`config.mk`:
```
export PLATFORM = sky130hd
export DESIGN_NAME = uart_fifo_xon_xoff
export DESIGN_NICKNAME = d
export VERILOG_FILES = /design/src/rtl/core/ufx_pkg.sv /design/src/rtl/core/ufx_rx_queue.sv /design/src/rtl/core/ufx_tx_queue.sv /design/src/rtl/core/uart_fifo_xon_xoff.sv
export SDC_FILE = /design/constraint.sdc
export NUM_CORES = 1
export LEC_CHECK = 0
export BUFFER_PORTS_ARGS = -buffer_cell sky130_fd_sc_hd__buf_2
export CAP_MARGIN = 20
export CORE_MARGIN = 2
export CORE_UTILIZATION = 40
export CTS_CLUSTER_DIAMETER = 50
export DETAILED_ROUTE_END_ITERATION = 8
export PLACE_DENSITY_LB_ADDON = 0.1
export REMOVE_ABC_BUFFERS = 1
export SKIP_CTS_REPAIR_TIMING = 1
export SYNTH_ARGS = -nofsm -noshare
export SYNTH_HDL_FRONTEND = slang
export SYNTH_SLANG_ARGS = --single-unit
```
`constraint.sdc`:
```
create_clock -name clk -period 8.15 [get_ports clk]
set_input_delay 1.2225 -clock clk [delete_from_list [all_inputs] [get_ports clk]]
set_output_delay 1.2225 -clock clk [all_outputs]
set_load 0.05 [all_outputs]
```
`src/rtl/core/ufx_pkg.sv`:
```
`timescale 1ns / 1ps
`default_nettype none
// ----------------------------------------------------------------------------
// ufx_pkg
// Shared types and constants of the serial ring buffers with XON/XOFF flow
// control: request and result layouts, action and register codes.
// ----------------------------------------------------------------------------
package ufx_pkg;

	localparam int BYTE_W = 8;
	localparam int LEVEL_W = 7;
	localparam int CFG_INDEX_W = 2;
	localparam int CFG_DATA_W = 7;
	localparam int RX_LEVEL_W = 6;

	localparam logic [BYTE_W-1:0] XON_BYTE = 8'h11;
	localparam logic [BYTE_W-1:0] XOFF_BYTE = 8'h13;

	localparam logic [CFG_INDEX_W-1:0] CFG_FLOW_ENABLE = 2'd0;
	localparam logic [CFG_INDEX_W-1:0] CFG_STOP_LEVEL = 2'd1;
	localparam logic [CFG_INDEX_W-1:0] CFG_RESUME_LEVEL = 2'd2;

	localparam logic [LEVEL_W-1:0] STOP_LEVEL_RST = 7'd48;
	localparam logic [LEVEL_W-1:0] RESUME_LEVEL_RST = 7'd16;

	typedef enum logic [1:0] {
		ACT_LINE_RX = 2'd0,
		ACT_HOST_SEND = 2'd1,
		ACT_HOST_READ = 2'd2,
		ACT_LINE_READY = 2'd3
	} action_t;

	typedef struct packed {
		action_t action;
		logic [BYTE_W-1:0] data_byte;
	} item_t;

	typedef struct packed {
		logic line_valid;
		logic [BYTE_W-1:0] line_byte;
		logic host_valid;
		logic [BYTE_W-1:0] host_byte;
		logic accepted;
		logic control_dropped;
		logic send_paused;
		logic [RX_LEVEL_W-1:0] rx_level;
	} result_t;

	typedef struct packed {
		logic push;
		logic pop;
	} rx_cmd_t;

	typedef struct packed {
		logic push_back;
		logic pop;
		logic [1:0] front_count;
		logic front_first_xoff;
	} tx_cmd_t;

endpackage
`default_nettype wire

```
`src/rtl/core/ufx_rx_queue.sv`:
```
`timescale 1ns / 1ps
`default_nettype none
// ----------------------------------------------------------------------------
// ufx_rx_queue
// Receive ring buffer: line bytes in at the write pointer, host reads out at
// the read pointer, registered read data, holds at most DEPTH-1 bytes.
// ----------------------------------------------------------------------------
module ufx_rx_queue #(
	parameter int DEPTH = 64
) (
	input  logic                       clk,
	input  logic                       arst_n,
	input  ufx_pkg::rx_cmd_t           cmd,
	input  logic [7:0]                 wdata,
	output logic [$clog2(DEPTH)-1:0]   count,
	output logic [7:0]                 rdata
);
	import ufx_pkg::*;

	localparam int PW = $clog2(DEPTH);
	localparam logic [PW-1:0] LAST = PW'(DEPTH - 1);
	localparam logic [PW:0] DEPTH_X = (PW + 1)'(DEPTH);

	logic [BYTE_W-1:0] mem [DEPTH];
	logic [PW-1:0] wp_q, rp_q;
	logic [BYTE_W-1:0] rdata_q;
	logic [PW:0] diff;

	always_comb begin
		if (wp_q >= rp_q) begin
			diff = {1'b0, wp_q} - {1'b0, rp_q};
		end else begin
			diff = ({1'b0, wp_q} + DEPTH_X) - {1'b0, rp_q};
		end
	end

	assign count = diff[PW-1:0];
	assign rdata = rdata_q;

	always_ff @(posedge clk) begin
		if (cmd.push) begin
			mem[wp_q] <= wdata;
		end
		if (cmd.pop) begin
			rdata_q <= mem[rp_q];
		end
	end

	always_ff @(posedge clk or negedge arst_n) begin
		if (!arst_n) begin
			wp_q <= '0;
			rp_q <= '0;
		end else begin
			if (cmd.push) begin
				wp_q <= (wp_q == LAST) ? '0 : wp_q + 1'b1;
			end
			if (cmd.pop) begin
				rp_q <= (rp_q == LAST) ? '0 : rp_q + 1'b1;
			end
		end
	end

endmodule
`default_nettype wire

```
`src/rtl/core/ufx_tx_queue.sv`:
```
`timescale 1ns / 1ps
`default_nettype none
// ----------------------------------------------------------------------------
// ufx_tx_queue
// Transmit ring buffer with push at the back for host bytes and up to two
// control bytes pushed at the front per item. Storage is split into an even
// bank, an odd bank and a register for the last slot, so the two front slots
// never share a write port. Read data is registered.
// ----------------------------------------------------------------------------
module ufx_tx_queue #(
	parameter int DEPTH = 64
) (
	input  logic                       clk,
	input  logic                       arst_n,
	input  ufx_pkg::tx_cmd_t           cmd,
	input  logic [7:0]                 wdata,
	output logic [$clog2(DEPTH)-1:0]   count,
	output logic [7:0]                 rdata
);
	import ufx_pkg::*;

	localparam int PW = $clog2(DEPTH);
	localparam int BD = DEPTH / 2;
	localparam int BW = $clog2(BD);
	localparam logic [PW-1:0] LAST = PW'(DEPTH - 1);
	localparam logic [PW:0] DEPTH_X = (PW + 1)'(DEPTH);

	typedef enum logic [2:0] {
		SEL_EVEN = 3'b001,
		SEL_ODD = 3'b010,
		SEL_LAST = 3'b100
	} rsel_t;

	logic [BYTE_W-1:0] mem_e [BD];
	logic [BYTE_W-1:0] mem_o [BD];
	logic [BYTE_W-1:0] last_q;
	logic [PW-1:0] wp_q, rp_q;
	logic [PW-1:0] dec1, dec2;
	logic [PW:0] diff;

	logic w_en [3];
	logic [PW-1:0] w_addr [3];
	logic [BYTE_W-1:0] w_data [3];

	logic e_we, o_we, l_we;
	logic [BW-1:0] e_idx, o_idx, r_idx;
	logic [BYTE_W-1:0] e_data, o_data, l_data;
	rsel_t rsel, rsel_q;
	logic [BYTE_W-1:0] rd_e_q, rd_o_q, rd_l_q;

	always_comb begin
		if (wp_q >= rp_q) begin
			diff = {1'b0, wp_q} - {1'b0, rp_q};
		end else begin
			diff = ({1'b0, wp_q} + DEPTH_X) - {1'b0, rp_q};
		end
	end

	assign count = diff[PW-1:0];
	assign dec1 = (rp_q == '0) ? LAST : rp_q - 1'b1;
	assign dec2 = (dec1 == '0) ? LAST : dec1 - 1'b1;

	always_comb begin
		w_en[0] = cmd.push_back;
		w_addr[0] = wp_q;
		w_data[0] = wdata;
		w_en[1] = cmd.front_count != 2'd0;
		w_addr[1] = dec1;
		w_data[1] = cmd.front_first_xoff ? XOFF_BYTE : XON_BYTE;
		w_en[2] = cmd.front_count == 2'd2;
		w_addr[2] = dec2;
		w_data[2] = XON_BYTE;
	end

	always_comb begin
		e_we = 1'b0;
		o_we = 1'b0;
		l_we = 1'b0;
		e_idx = '0;
		o_idx = '0;
		e_data = '0;
		o_data = '0;
		l_data = '0;
		for (int k = 0; k < 3; k++) begin
			if (w_en[k]) begin
				if (w_addr[k] == LAST) begin
					l_we = 1'b1;
					l_data = w_data[k];
				end else if (w_addr[k][0]) begin
					o_we = 1'b1;
					o_idx = BW'(w_addr[k] >> 1);
					o_data = w_data[k];
				end else begin
					e_we = 1'b1;
					e_idx = BW'(w_addr[k] >> 1);
					e_data = w_data[k];
				end
			end
		end
	end

	always_comb begin
		r_idx = BW'(rp_q >> 1);
		if (rp_q == LAST) begin
			rsel = SEL_LAST;
		end else if (rp_q[0]) begin
			rsel = SEL_ODD;
		end else begin
			rsel = SEL_EVEN;
		end
	end

	always_ff @(posedge clk) begin
		if (e_we) begin
			mem_e[e_idx] <= e_data;
		end
		if (o_we) begin
			mem_o[o_idx] <= o_data;
		end
		if (l_we) begin
			last_q <= l_data;
		end
		if (cmd.pop) begin
			rsel_q <= rsel;
			if (rsel == SEL_EVEN) begin
				rd_e_q <= mem_e[r_idx];
			end
			if (rsel == SEL_ODD) begin
				rd_o_q <= mem_o[r_idx];
			end
			if (rsel == SEL_LAST) begin
				rd_l_q <= last_q;
			end
		end
	end

	always_comb begin
		case (rsel_q)
			SEL_EVEN: rdata = rd_e_q;
			SEL_ODD:  rdata = rd_o_q;
			SEL_LAST: rdata = rd_l_q;
			default:  rdata = '0;
		endcase
	end

	always_ff @(posedge clk or negedge arst_n) begin
		if (!arst_n) begin
			wp_q <= '0;
			rp_q <= '0;
		end else begin
			if (cmd.push_back) begin
				wp_q <= (wp_q == LAST) ? '0 : wp_q + 1'b1;
			end
			if (cmd.pop) begin
				rp_q <= (rp_q == LAST) ? '0 : rp_q + 1'b1;
			end else if (cmd.front_count == 2'd2) begin
				rp_q <= dec2;
			end else if (cmd.front_count == 2'd1) begin
				rp_q <= dec1;
			end
		end
	end

endmodule
`default_nettype wire

```
`src/rtl/core/uart_fifo_xon_xoff.sv`:
```
`timescale 1ns / 1ps
`default_nettype none
// ----------------------------------------------------------------------------
// uart_fifo_xon_xoff
// Serial receive and transmit ring buffers with XON/XOFF flow control.
// A request passes the request register, then the result register with
// registered queue reads, before its result is offered.
// Throughput: one request per cycle while the result side does not stall;
// the queue pointers update in one pass. Reset clears pointers, flow state
// and registers to defaults; the byte stores are not cleared.
// ----------------------------------------------------------------------------
module uart_fifo_xon_xoff #(
	parameter int RX_DEPTH = 64,
	parameter int TX_DEPTH = 64
) (
	input  logic                                clk,
	input  logic                                arst_n,
	input  logic                                item_valid,
	output logic                                item_stall,
	input  ufx_pkg::item_t                      item,
	output logic                                result_valid,
	input  logic                                result_stall,
	output ufx_pkg::result_t                    result,
	input  logic                                cfg_we,
	input  logic [ufx_pkg::CFG_INDEX_W-1:0]     cfg_index,
	input  logic [ufx_pkg::CFG_DATA_W-1:0]      cfg_data
);
	import ufx_pkg::*;

	localparam int RPW = $clog2(RX_DEPTH);
	localparam int TPW = $clog2(TX_DEPTH);
	localparam int CW = (RPW > LEVEL_W) ? RPW : LEVEL_W;
	localparam logic [RPW-1:0] RX_FULL = RPW'(RX_DEPTH - 1);
	localparam logic [TPW-1:0] TX_FULL = TPW'(TX_DEPTH - 1);
	localparam logic [TPW-1:0] TX_NEAR = TPW'(TX_DEPTH - 2);

	logic flow_q;
	logic [LEVEL_W-1:0] stop_q, resume_q;
	logic partner_q, we_allow_q;

	item_t item_s1;
	logic valid_s1;

	logic valid_s2;
	logic line_valid_s2, host_valid_s2, accepted_s2, dropped_s2, paused_s2;
	logic [RX_LEVEL_W-1:0] rx_level_s2;

	logic adv, proc;
	logic is_line, is_send, is_read, is_ready;
	logic [RPW-1:0] rx_count, rx_after;
	logic [TPW-1:0] tx_count;
	logic [BYTE_W-1:0] rx_rdata, tx_rdata;
	logic [CW-1:0] occ;
	logic off_fire, on_fire, we_mid, tx_ok1, tx_ok2;
	logic [1:0] pushed;
	logic dropped, accepted, partner_next;
	rx_cmd_t rx_cmd;
	tx_cmd_t tx_cmd;

	assign adv = !valid_s2 || !result_stall;
	assign proc = valid_s1 && adv;
	assign item_stall = valid_s1 && !adv;

	always_ff @(posedge clk or negedge arst_n) begin
		if (!arst_n) begin
			flow_q <= 1'b1;
			stop_q <= STOP_LEVEL_RST;
			resume_q <= RESUME_LEVEL_RST;
		end else if (cfg_we) begin
			case (cfg_index)
				CFG_FLOW_ENABLE:  flow_q <= cfg_data[0];
				CFG_STOP_LEVEL:   stop_q <= cfg_data;
				CFG_RESUME_LEVEL: resume_q <= cfg_data;
				default: ;
			endcase
		end
	end

	always_comb begin
		is_line = item_s1.action == ACT_LINE_RX;
		is_send = item_s1.action == ACT_HOST_SEND;
		is_read = item_s1.action == ACT_HOST_READ;
		is_ready = item_s1.action == ACT_LINE_READY;
		occ = CW'(rx_count);

		partner_next = partner_q;
		if (is_line && flow_q && item_s1.data_byte == XON_BYTE) begin
			partner_next = 1'b1;
		end
		if (is_line && flow_q && item_s1.data_byte == XOFF_BYTE) begin
			partner_next = 1'b0;
		end

		off_fire = is_line && flow_q && (occ > CW'(stop_q)) && we_allow_q;
		we_mid = we_allow_q && !off_fire;
		on_fire = is_line && flow_q && (occ < CW'(resume_q)) && !we_mid;

		tx_ok1 = tx_count != TX_FULL;
		tx_ok2 = tx_ok1 && tx_count != TX_NEAR;

		if (off_fire && on_fire) begin
			pushed = tx_ok2 ? 2'd2 : (tx_ok1 ? 2'd1 : 2'd0);
		end else begin
			pushed = ((off_fire || on_fire) && tx_ok1) ? 2'd1 : 2'd0;
		end
		dropped = ((off_fire || on_fire) && !tx_ok1) || (off_fire && on_fire && !tx_ok2);

		rx_cmd.push = proc && is_line && rx_count != RX_FULL;
		rx_cmd.pop = proc && is_read && rx_count != '0;

		tx_cmd.push_back = proc && is_send && tx_ok1;
		tx_cmd.pop = proc && is_ready && tx_count != '0 && (!flow_q || partner_q);
		tx_cmd.front_count = proc ? pushed : 2'd0;
		tx_cmd.front_first_xoff = off_fire;

		accepted = (is_line && rx_count != RX_FULL) || (is_send && tx_ok1);

		if (rx_cmd.push) begin
			rx_after = rx_count + 1'b1;
		end else if (rx_cmd.pop) begin
			rx_after = rx_count - 1'b1;
		end else begin
			rx_after = rx_count;
		end
	end

	ufx_rx_queue #(
		.DEPTH (RX_DEPTH)
	) u_rx (
		.clk    (clk),
		.arst_n (arst_n),
		.cmd    (rx_cmd),
		.wdata  (item_s1.data_byte),
		.count  (rx_count),
		.rdata  (rx_rdata)
	);

	ufx_tx_queue #(
		.DEPTH (TX_DEPTH)
	) u_tx (
		.clk    (clk),
		.arst_n (arst_n),
		.cmd    (tx_cmd),
		.wdata  (item_s1.data_byte),
		.count  (tx_count),
		.rdata  (tx_rdata)
	);

	always_ff @(posedge clk or negedge arst_n) begin
		if (!arst_n) begin
			partner_q <= 1'b1;
			we_allow_q <= 1'b1;
			valid_s1 <= 1'b0;
			valid_s2 <= 1'b0;
		end else begin
			if (!item_stall) begin
				valid_s1 <= item_valid;
			end
			if (adv) begin
				valid_s2 <= valid_s1;
			end
			if (proc) begin
				partner_q <= partner_next;
				we_allow_q <= we_mid || on_fire;
			end
		end
	end

	always_ff @(posedge clk) begin
		if (item_valid && !item_stall) begin
			item_s1 <= item;
		end
		if (proc) begin
			line_valid_s2 <= tx_cmd.pop;
			host_valid_s2 <= rx_cmd.pop;
			accepted_s2 <= accepted;
			dropped_s2 <= dropped;
			paused_s2 <= flow_q && !partner_next;
			rx_level_s2 <= RX_LEVEL_W'(rx_after);
		end
	end

	assign result_valid = valid_s2;

	always_comb begin
		result.line_valid = line_valid_s2;
		result.line_byte = line_valid_s2 ? tx_rdata : '0;
		result.host_valid = host_valid_s2;
		result.host_byte = host_valid_s2 ? rx_rdata : '0;
		result.accepted = accepted_s2;
		result.control_dropped = dropped_s2;
		result.send_paused = paused_s2;
		result.rx_level = rx_level_s2;
	end

	// no send while the partner holds us off
	a_no_send_paused: assert property (@(posedge clk) disable iff (!arst_n)
		tx_cmd.pop |-> (!flow_q || partner_q))
		else $error("transmit pop while paused");

	// receive queue never overfills
	a_rx_no_overfill: assert property (@(posedge clk) disable iff (!arst_n)
		rx_cmd.push |-> rx_count != RX_FULL)
		else $error("receive push on full queue");

	// a stored byte never comes with a delivered byte
	a_accept_exclusive: assert property (@(posedge clk) disable iff (!arst_n)
		(result_valid && result.accepted) |-> (!result.line_valid && !result.host_valid))
		else $error("accepted together with a delivery");

	// own flow state only moves on a processed request
	a_we_allow_hold: assert property (@(posedge clk) disable iff (!arst_n)
		!proc |=> $stable(we_allow_q))
		else $error("flow state changed without a request");

endmodule
`default_nettype wire

```
Yosys cells after proc, flatten, opt, wreduce, memory -nomap -nowiden
Memory sizes are Yosys's and may differ from the RTL's. A register that Yosys moved wholly into a read port is not among the register bits.
Cells that the tools add are included.

storage, ports and cells
  register bits after elaboration = 83
  RAM bits = 1,024
  bits of input ports = 24
  output and inout bits = 29
  logic and storage cells = 223
  memories kept = 3

memories
  memory      words  width  rd ports  clocked after Yosys merged registers in  write ports  line                text
  u_rx.mem    64     8      1         1                                        1            ufx_rx_queue.sv:24  logic [BYTE_W-1:0] mem [DEPTH];
  u_tx.mem_e  32     8      1         1                                        1            ufx_tx_queue.sv:34  logic [BYTE_W-1:0] mem_e [BD];
  u_tx.mem_o  32     8      1         1                                        1            ufx_tx_queue.sv:35  logic [BYTE_W-1:0] mem_o [BD];

cells by class
  add/sub/neg operators = 14
  $lt $le $gt $ge = 4
  eq/ne operators = 24
  mux-type cells = 98
  reductions and logical operators = 58

operators with widths
  operator                                                                number
  8-bit 2-to-1 mux                                                        26
  5-bit 2-to-1 mux                                                        18
  6-bit 2-to-1 mux                                                        13
  6-bit by 1-bit adder with 6-bit output (second input constant)          7
  6-bit equality test (second input constant)                             6
  1-bit 2-to-1 mux                                                        34
  1-bit logical AND                                                       28
  8-bit case mux with 3 select lines                                      1
  6-bit subtractor                                                        4
  6-bit != test (second input constant)                                   3
  6-bit by 1-bit subtractor with 6-bit output (second input constant)     3
  8-bit by 5-bit equality test with 1-bit output (second input constant)  2
  6-bit >= comparator                                                     2
  6-bit logical NOT                                                       2
  2-bit AND reduction                                                     6
  6-bit nonzero test                                                      2
  1-bit logical NOT                                                       10
  2-bit 2-to-1 mux                                                        5
  2-bit equality test (second input constant)                             4
  6-bit by 7-bit > comparator with 1-bit output                           1
  6-bit by 7-bit less-than comparator with 1-bit output                   1
  2-bit by 1-bit equality test with 1-bit output (second input constant)  3
  3-bit by 1-bit equality test with 1-bit output (second input constant)  2
  3-bit by 2-bit equality test with 1-bit output (second input constant)  2
  other kinds (6)                                                         13

Logic depth before layout (Yosys ltp)
Gate-level depths: netlist (run 1).

  depth in word-level cells = 22
  depth in mapped cells = 23
  depth with buffers taken out = 18

Hierarchy
Synthesis (run 1) repeated with hierarchy kept, for this count alone.

second synthesis, totals
  cell total of the unflattened synthesis = 2,458
  area, all modules = 46,530.9 µm²

modules (own cells, without submodules)
  module              instances  cells an instance  area each (µm²)  sequential area each (µm²)
  ufx_tx_queue        1          1,208              23,306.1         16,726.0
  ufx_rx_queue        1          1,050              20,965.1         15,915.3
  uart_fifo_xon_xoff  1          200                2,259.7          1,113.6

Least setup slack after synthesis (run 1)
No wires, ideal clock.

  path kind = register to register
  start point = register u_rx.rp_q[1]
  end point = memory u_tx.mem_o[26][0] (enable)
  library setup time = 0.370 ns
  arrival time = 5.496 ns
  data required time = 7.780 ns
  path slack = 2.284 ns
  cell stages (with the launch flop) = 24
  path buffers = 5
  clock period less this slack = 5.866 ns
  path through = dfrtp_1 > clkbuf_1 > clkbuf_1 > clkbuf_1 > inv_1 > ha_1 > nor2b_1 > o21ai_0 > a21boi_0 > o21ai_0 > a21oi_1 > or2_2 > ha_1 > nand4b_1 > a21oi_1 > o221a_2 > nand3_1 > nand2b_2 > or4_1 > buf_4 > o22a_1 > or2_1 > buf_6 > nor2_1

between the ends
  word-level cells in the longest chain between the ends = 21
  elaborated cells between the ends (all ways) = 31
  those cells by class = add/sub: 2; order compare: 3; eq/ne: 1; mux: 14; reduce/logical: 11

ends and longest elaborated chain
  element                                         line                       text
  start: declaration                              ufx_rx_queue.sv:25         logic [PW-1:0] wp_q, rp_q;
  start signal: assignment                        ufx_rx_queue.sv:58         rp_q <= (rp_q == LAST) ? '0 : rp_q + 1'b1;
  6-bit subtractor, or another cell as far along  ufx_rx_queue.sv:33         diff = ({1'b0, wp_q} + DEPTH_X) - {1'b0, rp_q};
  6-bit 2-to-1 mux *                              ufx_rx_queue.sv:30         if (wp_q >= rp_q) begin
  6-bit by 7-bit > comparator with 1-bit output   uart_fifo_xon_xoff.sv:94   off_fire = is_line && flow_q && (occ > CW'(stop_q)) && we_allow_q;
  1-bit logical AND (2 in a row)                  uart_fifo_xon_xoff.sv:94
  1-bit logical NOT                               uart_fifo_xon_xoff.sv:95   we_mid = we_allow_q && !off_fire;
  1-bit logical AND                               uart_fifo_xon_xoff.sv:95
  1-bit logical NOT                               uart_fifo_xon_xoff.sv:96   on_fire = is_line && flow_q && (occ < CW'(resume_q)) && !we_mid;
  1-bit logical AND                               uart_fifo_xon_xoff.sv:96
  (+4 left out)                                   -
  2-bit 2-to-1 mux *                              uart_fifo_xon_xoff.sv:113  tx_cmd.front_count = proc ? pushed : 2'd0;
  2-bit nonzero test                              ufx_tx_queue.sv:67         w_en[1] = cmd.front_count != 2'd0;
  1-bit 2-to-1 mux                                ufx_tx_queue.sv:85         if (w_en[k]) begin
  1-bit 2-to-1 mux                                ufx_tx_queue.sv:89         end else if (w_addr[k][0]) begin
  1-bit 2-to-1 mux                                ufx_tx_queue.sv:86         if (w_addr[k] == LAST) begin
  1-bit 2-to-1 mux                                ufx_tx_queue.sv:85
  1-bit 2-to-1 mux                                ufx_tx_queue.sv:117        if (o_we) begin
  1-bit 2-to-1 mux (not written as such)          ufx_tx_queue.sv:118        mem_o[o_idx] <= o_data;
  end: declaration                                ufx_tx_queue.sv:35

Every way passes the cells marked *; elsewhere a longest branch is shown, timed or not.

Worst setup path after layout (run 1)
  start point = register u_rx.rp_q[0]
  end point = memory u_tx.mem_e[29][6] (enable)

between the ends
  word-level cells in the longest chain between the ends = 21
  elaborated cells between the ends (all ways) = 31
  those cells by class = add/sub: 2; order compare: 3; eq/ne: 1; mux: 14; reduce/logical: 11

ends and longest elaborated chain
  element                                         line                       text
  6-bit subtractor, or another cell as far along  ufx_rx_queue.sv:33
  6-bit 2-to-1 mux *                              ufx_rx_queue.sv:30
  6-bit by 7-bit > comparator with 1-bit output   uart_fifo_xon_xoff.sv:94
  1-bit logical AND (2 in a row)                  uart_fifo_xon_xoff.sv:94
  1-bit logical NOT                               uart_fifo_xon_xoff.sv:95
  1-bit logical AND                               uart_fifo_xon_xoff.sv:95
  1-bit logical NOT                               uart_fifo_xon_xoff.sv:96
  1-bit logical AND                               uart_fifo_xon_xoff.sv:96
  (+4 left out)                                   -
  2-bit 2-to-1 mux *                              uart_fifo_xon_xoff.sv:113
  2-bit nonzero test                              ufx_tx_queue.sv:67
  1-bit 2-to-1 mux                                ufx_tx_queue.sv:85
  1-bit 2-to-1 mux                                ufx_tx_queue.sv:89
  1-bit 2-to-1 mux                                ufx_tx_queue.sv:86
  1-bit 2-to-1 mux                                ufx_tx_queue.sv:85
  1-bit 2-to-1 mux                                ufx_tx_queue.sv:114        if (e_we) begin
  1-bit 2-to-1 mux (not written as such)          ufx_tx_queue.sv:115        mem_e[e_idx] <= e_data;
  end: declaration                                ufx_tx_queue.sv:34

Marked as above.

==> results of run 1 <==
-- synthesized netlist by cell type, types with 8 or more instances --
master	number	area (um2)
edfxtp_1	1088	32700
mux4_2	307	6910
nor2_1	191	717
nand2_1	94	353
clkbuf_1	58	218
a21oi_1	52	260
inv_1	43	161
buf_1	40	150
nand3_1	40	200
dfrtp_1	37	926
o21ai_0	35	175
ha_1	33	413
and2_1	28	175
mux2_2	21	236
mux2i_1	21	210
xnor2_1	14	123
buf_2	13	65.1
o22ai_1	11	68.8
a22oi_1	10	75.1
and3_1	9	56.3
nand4_1	9	56.3
nor3b_1	9	67.6
a21o_1	8	60.1
o211ai_1	8	60.1
xor2_1	8	70.1
-- per-stage QoR --
stage	cell area [um2]	utilization (%)
after global routing	52400	45.9
after global placement	47900	42.0
after detailed placement	47900	42.0
final	52400	45.9
after floorplan	45400	-
after CTS	52400	45.9
-- worst max-delay path: stages (launching register included) --
cell and delay (ns):
dfrtp_4 0.75, ha_1 0.26, nor2b_1 0.05, o21ai_0 0.17, a21boi_0 0.13, o21ai_0 0.34
a21oi_1 0.15, or2_2 0.36, ha_1 0.31, nand4b_1 0.13, a21oi_1 0.19, o221a_2 0.26
nand3_1 0.25, nor4_4 0.62, a21oi_2 0.18, a221oi_1 0.92, nand3_1 0.41, nor2_1 0.66
-- area by class of cell --
type | count | area, um2 | area share (%)
clock inverter | 77 | 826 | 1.58
sequential | 1131 | 33800 | 64.4
tap | 1512 | 1890 | 3.61
antenna | 1 | 2.50 | 0.00478
timing repair buffer | 90 | 573 | 1.09
inverter | 45 | 169 | 0.322
clock buffer | 162 | 3630 | 6.92
multi-input combinational | 1050 | 11500 | 22.0
-- per-layer routing --
metal / part of all wire [%] / vias to the layer above / GRT usage, %
li1: - / 9833 / -
met1: 42 / 12091 / 26.0
met2: 51 / 648 / 32.9
met3: 4.4 / 167 / 3.30
met4: 2.4 / 0 / 5.72
met5: 0 / - / 0
-- placed cells by master, fill, tap and decap left out, types with 8 or more instances in the layout --
| master | netlist | layout |
|---|---|---|
| inv_6 | 0 | 8 |
| and2_2 | 0 | 8 |
| o21ai_0 | 35 | 33 |
| mux2i_1 | 21 | 21 |
| nand3_1 | 40 | 40 |
| xor2_1 | 8 | 8 |
| a21oi_1 | 52 | 52 |
| mux2_2 | 21 | 21 |
| clkinv_2 | 0 | 20 |
| inv_1 | 43 | 42 |
| clkbuf_1 | 58 | 20 |
| a21o_1 | 8 | 8 |
| and2_1 | 28 | 20 |
| nor3b_1 | 9 | 9 |
| and3_1 | 9 | 9 |
| dfrtp_1 | 37 | 32 |
| a22oi_1 | 10 | 10 |
| clkbuf_16 | 0 | 142 |
| nand2_1 | 94 | 94 |
| xnor2_1 | 14 | 14 |
| o22ai_1 | 11 | 11 |
| ha_1 | 33 | 33 |
| nor2_1 | 191 | 191 |
| buf_4 | 7 | 35 |
| nand4_1 | 9 | 9 |
| edfxtp_1 | 1088 | 1088 |
| bufinv_16 | 0 | 15 |
| clkinv_1 | 1 | 21 |
| o211ai_1 | 8 | 8 |
| mux4_2 | 307 | 307 |
| buf_2 | 13 | 52 |
-- kinds of logic after synthesis --
family	Yosys count	share of synthesized area (%)
compound gates	200	2.99
xor+xnor	24	0.490
fa+ha+maj	35	0.986
buf+inv	164	1.45
flops	1131	73.5
mux	349	16.0
simple gates	442	4.59
-- power groups by stage --
stage | clock network [W] | registers, W | logic, W
2_1_floorplan | 0 | 0.00728 | 0.00300
3_3_place_gp | 0 | 0.00693 | 0.00443
3_5_place_dp | 0 | 0.00693 | 0.00445
4_1_cts | 0.00613 | 0.00681 | 0.00447
5_1_grt | 0.00636 | 0.00683 | 0.00473
6_report | 0.00600 | 0.00681 | 0.00440
-- worst paths after layout --
check,start,end,slack [ns],depth (start not counted)
min in group asynchronous,arst_n,result_valid,0.60,2
worst max register to register,u_rx.rp_q[0],u_tx.mem_e[29][6],1.59,17
worst min-delay path,u_tx.last_q[5],u_tx.rd_l_q[5],0.41,0
max in group asynchronous,arst_n,u_rx.rp_q[1],6.98,2
worst max-delay path,u_rx.rp_q[0],u_tx.mem_e[29][6],1.59,17
worst min register to register,u_tx.last_q[5],u_tx.rd_l_q[5],0.41,0
-- registers in the layout (all words and copies together), names as in the netlist, 7 cells and up --
name / cells
item_s1: 10
u_tx.mem_e: 256
u_tx.rd_o_q: 8
u_tx.rd_e_q: 8
u_rx.mem: 512
u_tx.mem_o: 256
u_rx.rdata: 8
stop_q: 7
u_tx.last_q: 8
resume_q: 7
u_tx.rd_l_q: 8
==> impl_metrics.env, run 1 <==
export IMPL_max_cap_viol_count=0
export IMPL_path_clk_slew_ns=0.06
export IMPL_clkSinkCount=1131
export IMPL_seqPwrFrac_pct=39.6
export IMPL_dp_cells=3825
export IMPL_synth_async_reset_ratio_pct=3.80
export IMPL_cp_max_fo=28
export IMPL_required_ns=8.50
export IMPL_yosysSeqAreaShare_pct=73.5
export IMPL_cts_made_buffers=135
export IMPL_routed_wl_mm=112
export IMPL_wl_per_cell_um=27.6
export IMPL_nFillCells=9701
export IMPL_clock_power_share_pct=34.8
export IMPL_slew_violations=0
export IMPL_yosys_warnings=0
export IMPL_hpwl_mm=70.0
export IMPL_ios=53
export IMPL_status="complete, no violations"
export IMPL_pwr_share_comb_pct=25.6
export IMPL_tightest_slew_ns=1.14
export IMPL_synth_edf_count=1088
export IMPL_ys_ff_latch=1131
export IMPL_gp_congestion=0.856
export IMPL_vias_per_cell=5.59
export IMPL_whs_ns=0.406
export IMPL_cp_end_kind="flop"
export IMPL_start_util_pct=40.2
export IMPL_crit_arrival_ns=6.91
export IMPL_die_w_um=343
export IMPL_design_core_area_mm2=0.114
export IMPL_p_sw_share_pct=29.5
export IMPL_path_class="reg2reg"
export IMPL_maxSlewHeadroom_pct=22.1
export IMPL_finalPower_w=0.0172
export IMPL_fp_dieArea_mm2=0.118
export IMPL_dp_slack_ns=1.67
export IMPL_peakVddDrop_mv=0.209
export IMPL_setup_viol=0
export IMPL_hold_viol_final=0
export IMPL_power_switching_w=0.00508
export IMPL_nets=2512
export IMPL_overflow=0
export IMPL_dr_first_iter_drc_count=2063
export IMPL_grt_pass1_wl_mm=166
export IMPL_max_freq_mhz=152
export IMPL_fin_crit_sh_pct=80.5
export IMPL_grt_max_degree=104
export IMPL_drtAntennaViolNets=0
export IMPL_startpoint_type="flop"
export IMPL_synth_avg_cell_area_um2=19.6
export IMPL_ys_flop_type="edfxtp_1"
export IMPL_syn_inst=2345
export IMPL_dieHeight_um=343
export IMPL_root_buffer="clkbuf_16"
export IMPL_io_buffers=52
export IMPL_first_global_vias=23498
export IMPL_layout_drive_gt1_share_pct=26.3
export IMPL_area_delta_synth_final_pct=14.1
export IMPL_dr_total_vias=22739
export IMPL_fin_setup_tns_ns=0
export IMPL_rows=124
export IMPL_synth_area_mm2=0.0459
export IMPL_internal_power_w=0.0121
export IMPL_drcViolationCount=0
export IMPL_first_pass_iters=7
export IMPL_synthDistinctLibCells=87
export IMPL_hold_class="reg2reg"
export IMPL_setup_ws_ns=1.59
export IMPL_p_leak_nw=16.8
export IMPL_pwr_density_cell_mw_per_mm2=328
export IMPL_rsz0062_at_grt="false"
export IMPL_antenna_found_initial=2
export IMPL_track_usage_pct=19.5
export IMPL_h_tree_depth=4
export IMPL_cts_tree="built"
export IMPL_clock_latency_ns=0.73
export IMPL_ctsLongestPathBuffers=3
export IMPL_period_minus_slack_ns=6.56
export IMPL_finalNonFillerCells=4068
export IMPL_clock_skew_ns=0.0219
(Power assumes the default switching activity.)
==> inputs of run 2 (changes only) <==
==> constraint.sdc (replaced) <==
create_clock -name clk -period 6.8 [get_ports clk]
set_input_delay 1.02 -clock clk [delete_from_list [all_inputs] [get_ports clk]]
set_output_delay 1.02 -clock clk [all_outputs]
set_load 0.05 [all_outputs]
==> run 2 against run 1 <==
Maximum frequency grew 3.5%. Non-clock buffer count grew 39. Critical path type unchanged. Largest power group unchanged. Count of clock-buffer cells in the layout grew 6. Sequential share of layout area shrank 0.42 points. Combinational power grew 23%.
==> impl_metrics.env, run 2 (synthesis gave the netlist of run 1 again) <==
export IMPL_ctsLongestPathBuffers=3
export IMPL_routed_wl_mm=112
export IMPL_hpwl_mm=69.1
export IMPL_startpoint_type="flop"
export IMPL_path_buf_inv=0
export IMPL_area_delta_synth_final_pct=14.8
export IMPL_cts_made_buffers=138
export IMPL_wl_per_cell_um=27.3
export IMPL_largest_register="u_rx.mem"
export IMPL_ff2ff_path_depth=17
export IMPL_cts_tree="built"
export IMPL_dp_slack_ns=0.522
export IMPL_regArea_mm2=0.0338
export IMPL_rsz0062_at_grt="true"
export IMPL_first_pass_iters=5
export IMPL_antenna_cells=0
export IMPL_fp_dieArea_mm2=0.118
export IMPL_clkSinkCount=1131
export IMPL_die_w_um=343
export IMPL_io_buffers=52
export IMPL_overflow=0
export IMPL_setup_ws_ns=0.460
export IMPL_final_cell_mix="edfxtp_1, mux4_2, nor2_1, clkbuf_16, nand2_1"
export IMPL_hold_class="in2async"
export IMPL_clock_latency_ns=0.73
export IMPL_r2r_start="u_rx.wp_q[1]"
export IMPL_setup_viol=0
export IMPL_path_clk_slew_ns=0.06
export IMPL_dieHeight_um=343
export IMPL_whs_ns=0.383
export IMPL_nets=2554
export IMPL_h_tree_depth=4
export IMPL_drcViolationCount=0
export IMPL_start_util_pct=40.2
export IMPL_clock_skew_ns=0.0258
export IMPL_design_core_area_mm2=0.114
export IMPL_track_usage_pct=19.4
export IMPL_max_cap_viol_count=0
export IMPL_max_freq_mhz=158
export IMPL_required_ns=7.15
export IMPL_path_class="reg2reg"
export IMPL_r2r_slack_ns=0.46
export IMPL_ios=53
export IMPL_layout_drive_gt1_share_pct=27.3
export IMPL_r2r_end="u_tx.mem_o[12][4]"
export IMPL_first_global_vias=24084
export IMPL_antenna_found_initial=2
export IMPL_cp_max_fo=14
export IMPL_dr_total_vias=22914
export IMPL_vias_per_cell=5.57
export IMPL_crit_arrival_ns=6.69
export IMPL_grt_pass1_wl_mm=166
export IMPL_cp_slowest_cell="or4_1"
export IMPL_tightest_slew_ns=1.07
export IMPL_slew_violations=0
export IMPL_layout_commonest_cell="edfxtp_1"
export IMPL_path_cells="ha_1 > nor2b_1 > o21ai_0 > a21boi_0 > o21ai_0 > a21oi_1 > or2_2 > ha_1 > nand4b_1 > a21oi_1 > o221a_2 > nand3_1 > nand2b_2 > or4_1 > a311oi_2 > nand3_1 > nor2_1"
export IMPL_p_leak_nw=17.0
export IMPL_slowest_delay_ns=0.71
export IMPL_multiInputGateArea_mm2=0.0115
export IMPL_gp_congestion=0.846
export IMPL_period_minus_slack_ns=6.34
export IMPL_largest_reg_flops=512
export IMPL_root_buffer="clkbuf_16"
export IMPL_status="complete, no violations"
export IMPL_hold_viol_final=0
export IMPL_final_util_pct=46.2
export IMPL_pwr_density_cell_mw_per_mm2=392
export IMPL_maxSlewHeadroom_pct=28.8
export IMPL_drtAntennaViolNets=0
export IMPL_grt_max_degree=133
export IMPL_largestRegisters="u_rx.mem x512, u_tx.mem_e x256, u_tx.mem_o x256"
export IMPL_cp_end_kind="flop"
export IMPL_rows=124
export IMPL_dr_first_iter_drc_count=1933
export IMPL_fin_crit_sh_pct=93.2
export IMPL_critical_path_top_delay_family="simple AND/OR/NAND/NOR gates"
export IMPL_nFillCells=9746
export IMPL_peakVddDrop_mv=0.349
[run 2: cell types whose count changed in the layout (fill, tap and decap cells not counted), sizes merged]
cell and change:
clkinvlp +1, clkbuf +6, buf +39, bufinv -3, diode -1, inv +3, clkinv -1
[run 2: layer usage]
metal | up-vias | GRT usage, % | routed length, um
met5 | - | 0 | 0
met4 | 0 | 6.06 | 2890
met3 | 180 | 3.10 | 5120
met2 | 629 | 32.5 | 56500
met1 | 12186 | 26.1 | 47600
li1 | 9919 | - | -
[run 2: final cells by class]
class | count | area share, %
flip-flops and latches | 1131 | 64.0
clock inverters | 77 | 1.55
clock buffers | 168 | 6.96
repair buffers | 129 | 1.67
well taps | 1512 | 3.59
multi-input cells | 1050 | 21.9
inverters | 45 | 0.320
[run 2: where the power goes]
part           switching [W]  internal, W
registers           0.000189      0.00788
logic                0.00311      0.00232
clock network        0.00286      0.00433
[run 2: how the worst max path moves through the flow]
| stage | startpoint | end | cells after the start |
|---|---|---|---|
| final | u_rx.wp_q[1] | u_tx.mem_o[12][4] | 17 |
| after floorplan | u_tx.rp_q[1] | u_tx.mem_e[28][0] | 11 |
| after global routing | u_rx.wp_q[1] | u_tx.mem_o[13][3] | 17 |
| after CTS | u_rx.wp_q[1] | u_tx.mem_o[12][4] | 17 |
| after detailed placement | u_rx.wp_q[1] | u_tx.mem_o[5][1] | 17 |
| after global placement | u_rx.wp_q[1] | u_tx.mem_o[28][6] | 17 |
[run 2: metrics by stage]
| step | power, W | instances | setup TNS (ns) | cell area (um2) |
|---|---|---|---|---|
| 3_3_place_gp | 0.0137 | 3866 | 0 | 48200 |
| 2_1_floorplan | 0.0123 | 2226 | -3792.23 | 45400 |
| 6_report | 0.0207 | 4112 | 0 | 52700 |
| 4_1_cts | 0.0210 | 4112 | 0 | 52700 |
| 5_1_grt | 0.0216 | 4112 | -2.24 | 52700 |
| 3_5_place_dp | 0.0137 | 3867 | 0 | 48200 |
